`src/rtl/dmc_pkg.sv`:
```
`timescale 1ns / 1ps
// Package for the direct-mapped cache lookup core.
// Holds the configuration width, its reset value and the result status codes.
package dmc_pkg;

  // Width and reset value of the line count register.
  localparam int unsigned CFG_W     = 9;
  localparam int unsigned CFG_RESET = 256;

  // Result status codes.
  localparam int unsigned STATUS_W = 2;
  typedef enum logic [STATUS_W-1:0] {
    ST_HIT        = 2'd0,
    ST_MISS_EMPTY = 2'd1,
    ST_MISS_EVICT = 2'd2
  } status_e;

endpackage

```
`src/rtl/dmc_rem_unit.sv`:
```
`timescale 1ns / 1ps
// Bit-serial restoring remainder unit: one dividend bit per cycle.
// Depends on dmc_pkg for the divisor width.
module dmc_rem_unit #(
  parameter int unsigned ADDR_BITS = 16
) (
  input  logic                          clk_i,
  input  logic                          rst_ni,
  input  logic                          start_i,
  input  logic [ADDR_BITS-1:0]          dividend_i,
  input  logic [dmc_pkg::CFG_W-1:0]     divisor_i,
  output logic                          done_o,
  output logic [dmc_pkg::CFG_W-1:0]     rem_o
);
  import dmc_pkg::*;

  localparam int unsigned CNT_W = $clog2(ADDR_BITS + 1);

  logic                 busy_q, busy_d;
  logic                 done_q, done_d;
  logic [CNT_W-1:0]     cnt_q, cnt_d;
  logic [ADDR_BITS-1:0] num_q, num_d;
  logic [CFG_W-1:0]     div_q, div_d;
  logic [CFG_W-1:0]     rem_q, rem_d;
  logic [CFG_W:0]       trial;

  // Shift in the next dividend bit and subtract the divisor when it fits.
  assign trial = {rem_q, num_q[ADDR_BITS-1]};

  always_comb begin
    busy_d = busy_q;
    done_d = 1'b0;
    cnt_d  = cnt_q;
    num_d  = num_q;
    div_d  = div_q;
    rem_d  = rem_q;
    if (start_i) begin
      busy_d = 1'b1;
      cnt_d  = CNT_W'(ADDR_BITS);
      num_d  = dividend_i;
      div_d  = divisor_i;
      rem_d  = '0;
    end else if (busy_q) begin
      if (trial >= {1'b0, div_q}) begin
        rem_d = CFG_W'(trial - {1'b0, div_q});
      end else begin
        rem_d = CFG_W'(trial);
      end
      num_d = num_q << 1;
      cnt_d = cnt_q - 1'b1;
      if (cnt_q == CNT_W'(1)) begin
        busy_d = 1'b0;
        done_d = 1'b1;
      end
    end
  end

  always_ff @(posedge clk_i or negedge rst_ni) begin
    if (!rst_ni) begin
      busy_q <= 1'b0;
      done_q <= 1'b0;
      cnt_q  <= '0;
    end else begin
      busy_q <= busy_d;
      done_q <= done_d;
      cnt_q  <= cnt_d;
    end
  end

  always_ff @(posedge clk_i) begin
    num_q <= num_d;
    div_q <= div_d;
    rem_q <= rem_d;
  end

  assign done_o = done_q;
  assign rem_o  = rem_q;

endmodule

```
`config.mk`:
```
export PLATFORM = sky130hd
export DESIGN_NAME = dmc_rem_unit
export DESIGN_NICKNAME = d
export VERILOG_FILES = /design/src/rtl/dmc_pkg.sv /design/src/rtl/dmc_rem_unit.sv
export SDC_FILE = /design/constraint.sdc
export NUM_CORES = 1
export LEC_CHECK = 0
export BUFFER_PORTS_ARGS = -buffer_cell sky130_fd_sc_hd__buf_2
export CAP_MARGIN = 20
export CORE_MARGIN = 1.5
export CORE_UTILIZATION = 55
export DETAILED_ROUTE_END_ITERATION = 16
export GPL_ROUTABILITY_DRIVEN = 1
export GPL_TIMING_DRIVEN = 0
export MAX_ROUTING_LAYER = met4
export PLACE_DENSITY = 0.88
export REMOVE_ABC_BUFFERS = 1
export SLEW_MARGIN = 20
export SYNTH_ARGS = -nofsm -noshare
export SYNTH_HDL_FRONTEND = slang
export SYNTH_SLANG_ARGS = --single-unit
```
`constraint.sdc`:
```
create_clock -name clk_i -period 2.6 [get_ports clk_i]
set_input_delay 0.13 -clock clk_i [delete_from_list [all_inputs] [get_ports clk_i]]
set_output_delay 0.13 -clock clk_i [all_outputs]
set_load 0.02 [all_outputs]
```
==> run_results.csv <==
group,metric,value,unit
hold_path,worstHoldStart,"divisor_i[3]",
layout,multi_input_area,0.00100,mm^2
setup_path,r2r_setup_slack,140,ps
yosys,yosys_warnings,0,
layout,regArea,0.00111,mm^2
yosys,synth_seq_cells,41,
die,coreArea,0.00372,mm^2
yosys,synth_cells,183,
setup_path,start_kind,"flip-flop",
layout,stdcell_count,270,
setup_path,path_max_fanout,8,
hold_path,hold_depth,1,
die,die_h,65.8,um
timing,setup_viol,0,
yosys,yosys.area_share.simple,11.8,%
drt,viasPerCell,5.57,
timing,clock_skew,4.43,ps
clock_network,clock_path_buffers,2,
layout,finalNetCount,261,
yosys,ys.flop_type,"edfxtp_1",
clock_network,clkSlewWorstSetupHoldPaths,80,ps
drt,wire_per_inst,14.5,um
setup_path,worstSetupPathType,"flip-flop to flip-flop",
timing,fin_crit,2460,ps
die,std_cell_rows,22,
timing,slew_violations,0,
global_route,grt-ovfl-total,0,
clock_network,cts_sinks,41,
yosys,synth_edf_count,25,
power,vdd_drop_max,572,uV
run_status,status,"finished, final reports clean",
setup_path,r2r-start,"num_q[15]",
yosys,synth_area,0.00217,mm^2
clock_network,clk_latency,290,ps
timing,max_slew_margin,44.5,%
global_route,met2_usage,30.1,%
timing,rsz0062_at_grt,"false",
timing,hold_violations,0,
setup_path,worstPathArrival,2650,ps
drt,antenna_left,0,
timing,period_share,94.6,%
yosys,avgSynthCellArea,11.9,um^2
power,power_leakage,1.08,nW
global_route,grt_busiest_layer,"met2",
die,ios,38,
layout,antennaDiodeCount,0,
yosys,ys_types,42,
timing,worst_slew_pin_slew,832,ps
setup_path,end_kind,"flip-flop",
layout,final_cell_area,0.00252,mm^2
power,powerDensity,1040,mW/mm^2
drt,first_pass_iters,4,
global_route,grt_pass1_vias,1395,
global_route,use_met3,6.47,%
setup_path,worst_r2r_path_depth,9,
die,die_w,65.8,um
yosys,synth_top_family_by_area,"simple AND/OR/NAND/NOR gates",
timing,fmax,406,MHz
placement,dp.cells,260,
placement,pre_cts_ws,126,ps
yosys,synth_mux_area_share,11.5,%
yosys,synth-seq-area-share,50.9,%
layout,area.growth.synth_to_final,16.2,%
drt,drc,0,
drt,drt_iter0_drc,57,
drt,vias,1503,
placement,hpwl,2740,um
placement,place_congestion,0.826,
layout,nFillCells,295,
yosys,synth_compound_area_share,11.6,%
clock_network,cts_tree,"built",
placement,place_area,0.00239,mm^2
yosys,async_flop_share,17.1,%
placement,numPortBuffers,37,
clock_network,cts_buffers,5,
drt,drt-total-wl,3910,um
die,dieArea,0.00433,mm^2
yosys,synthXorXnorAreaFrac,3.23,%
clock_network,root_buffer,"clkbuf_8",
yosys,synthAdderAreaFrac,7.26,%
die,initial_core_util,58.5,%
setup_path,r2r_end,"rem_o[4]",
setup_path,crit_required,2790,ps
global_route,grt_pass1_wl,6280,um
power,power,2.63,mW
hold_path,hold_path.class,"primary input to flip-flop",
run,maxCapViolations,0,
timing,layout_setup_ws,140,ps
layout,drive_gt1_share,31.1,%
global_route,track_usage,20.0,%
global_route,grt_max_degree,43,
global_route,antenna_found_initial,0,
timing,tns,0,ps
hold_path,hold_end,"div_q[3]",
global_route,gr-usage-met1,25.3,%
clock_network,h-tree-depth,2,
## area by class of cell
type / count / area share [%]
Clock inverter: 2 / 1.34
Clock buffer: 6 / 2.87
Multi-Input combinational cell: 121 / 39.6
Timing Repair Buffer: 39 / 8.03
Tap cell: 48 / 2.38
Inverter: 13 / 1.93
Sequential cell: 41 / 43.8
## flip-flops by register name (all words and copies together) (netlist names)
register  flops
num_q        16
div_q         9
rem_o         9
cnt_q         5
busy_q        1
done_o        1
## layer usage
layer	vias up	share of wire [%]
li1	740	-
met1	710	45
met2	46	47
met3	7	6.2
met4	0	1.6
met5	-	0
## cell usage in the layout, fill, tap and decap left out, types with 5 or more instances in the layout
master,netlist,layout
buf_2,0,37
edfxtp_1,25,25
mux2_2,16,16
nor2_1,16,16
inv_1,13,13
ha_1,11,11
dfxtp_1,9,9
mux2i_1,7,7
dfrtp_1,7,7
a21oi_1,6,6
nand2_1,6,6
nand2b_1,5,5
a211oi_1,5,5
clkbuf_8,0,5
## worst max path at each step
stage          startpoint  endpoint  slack (ps)  cells past startpoint
2_1_floorplan   num_q[15]  rem_o[5]         410                      9
3_3_place_gp    num_q[15]  rem_o[7]         200                      9
3_5_place_dp    num_q[15]  rem_o[7]         130                      9
4_1_cts         num_q[15]  rem_o[5]         100                      9
5_1_grt         num_q[15]  rem_o[6]         0.6                     10
6_report        num_q[15]  rem_o[4]         140                      9
## timing repair
item	in CTS	in global routing
buffers inserted	0	1
setup endpoints to repair	0	6
hold endpoints to repair	7	0
gates resized for setup	0	2
hold buffers	1	0
## stage by stage
| stage | hold WS [ps] | utilization (%) |
|---|---|---|
| 2_1_floorplan | -166 | - |
| 3_3_place_gp | -32.3 | 64.2 |
| 3_5_place_dp | -31.9 | 64.2 |
| 4_1_cts | 0.0798 | 67.3 |
| 5_1_grt | 0.457 | 67.9 |
| 6_report | 13.7 | 67.9 |
## power by group
group | total [mW] | internal (mW) | leakage, nW | switching [mW]
logic | 1.16 | 0.533 | 0.611 | 0.632
clock network | 0.490 | 0.283 | 0.0528 | 0.207
registers | 0.971 | 0.846 | 0.417 | 0.125
total | 2.63 | 1.66 | 1.08 | 0.963
## logic make-up (layout without fill, tap and decap cells)
| kind of cell | after synthesis | in the layout |
|---|---|---|
| flops | 41 | 41 |
| compound gates | 32 | 32 |
| xor+xnor | 8 | 8 |
| mux | 23 | 23 |
| fa+ha+maj | 12 | 12 |
| buf+inv | 21 | 60 |
| simple gates | 46 | 46 |
## synth_stat cells (2+ instances only)
master	instances	area share (%)
o31ai_1	2	0.69
and2_1	2	0.58
nor3_1	2	0.46
a211oi_1	5	1.7
inv_1	13	2.2
xnor2_1	4	1.6
a211oi_2	2	1.2
nand2b_1	5	1.4
mux2i_1	7	3.2
nor3b_1	2	0.69
a21o_1	2	0.69
edfxtp_1	25	35
o21ai_0	3	0.69
nor2_1	16	2.8
a21oi_1	6	1.4
dfxtp_1	9	8.3
mux2_2	16	8.3
nand2_1	6	1.0
a311oi_1	4	1.6
xor2_1	4	1.6
dfrtp_1	7	8.1
nand3_1	2	0.46
ha_1	11	6.3
o211ai_1	3	1.0
clkbuf_1	7	1.2
nand3b_1	2	0.69
## worst max-delay path: stages, from the launching register on
cell      delay [ps]
edfxtp_1         390
inv_1             80
ha_1             190
inv_1             70
fa_1             440
a211oi_4         290
o31a_1           320
o211ai_4         180
mux2i_1          170
a211oi_1         240
Note: power is estimated with default switching activity, not from simulation.
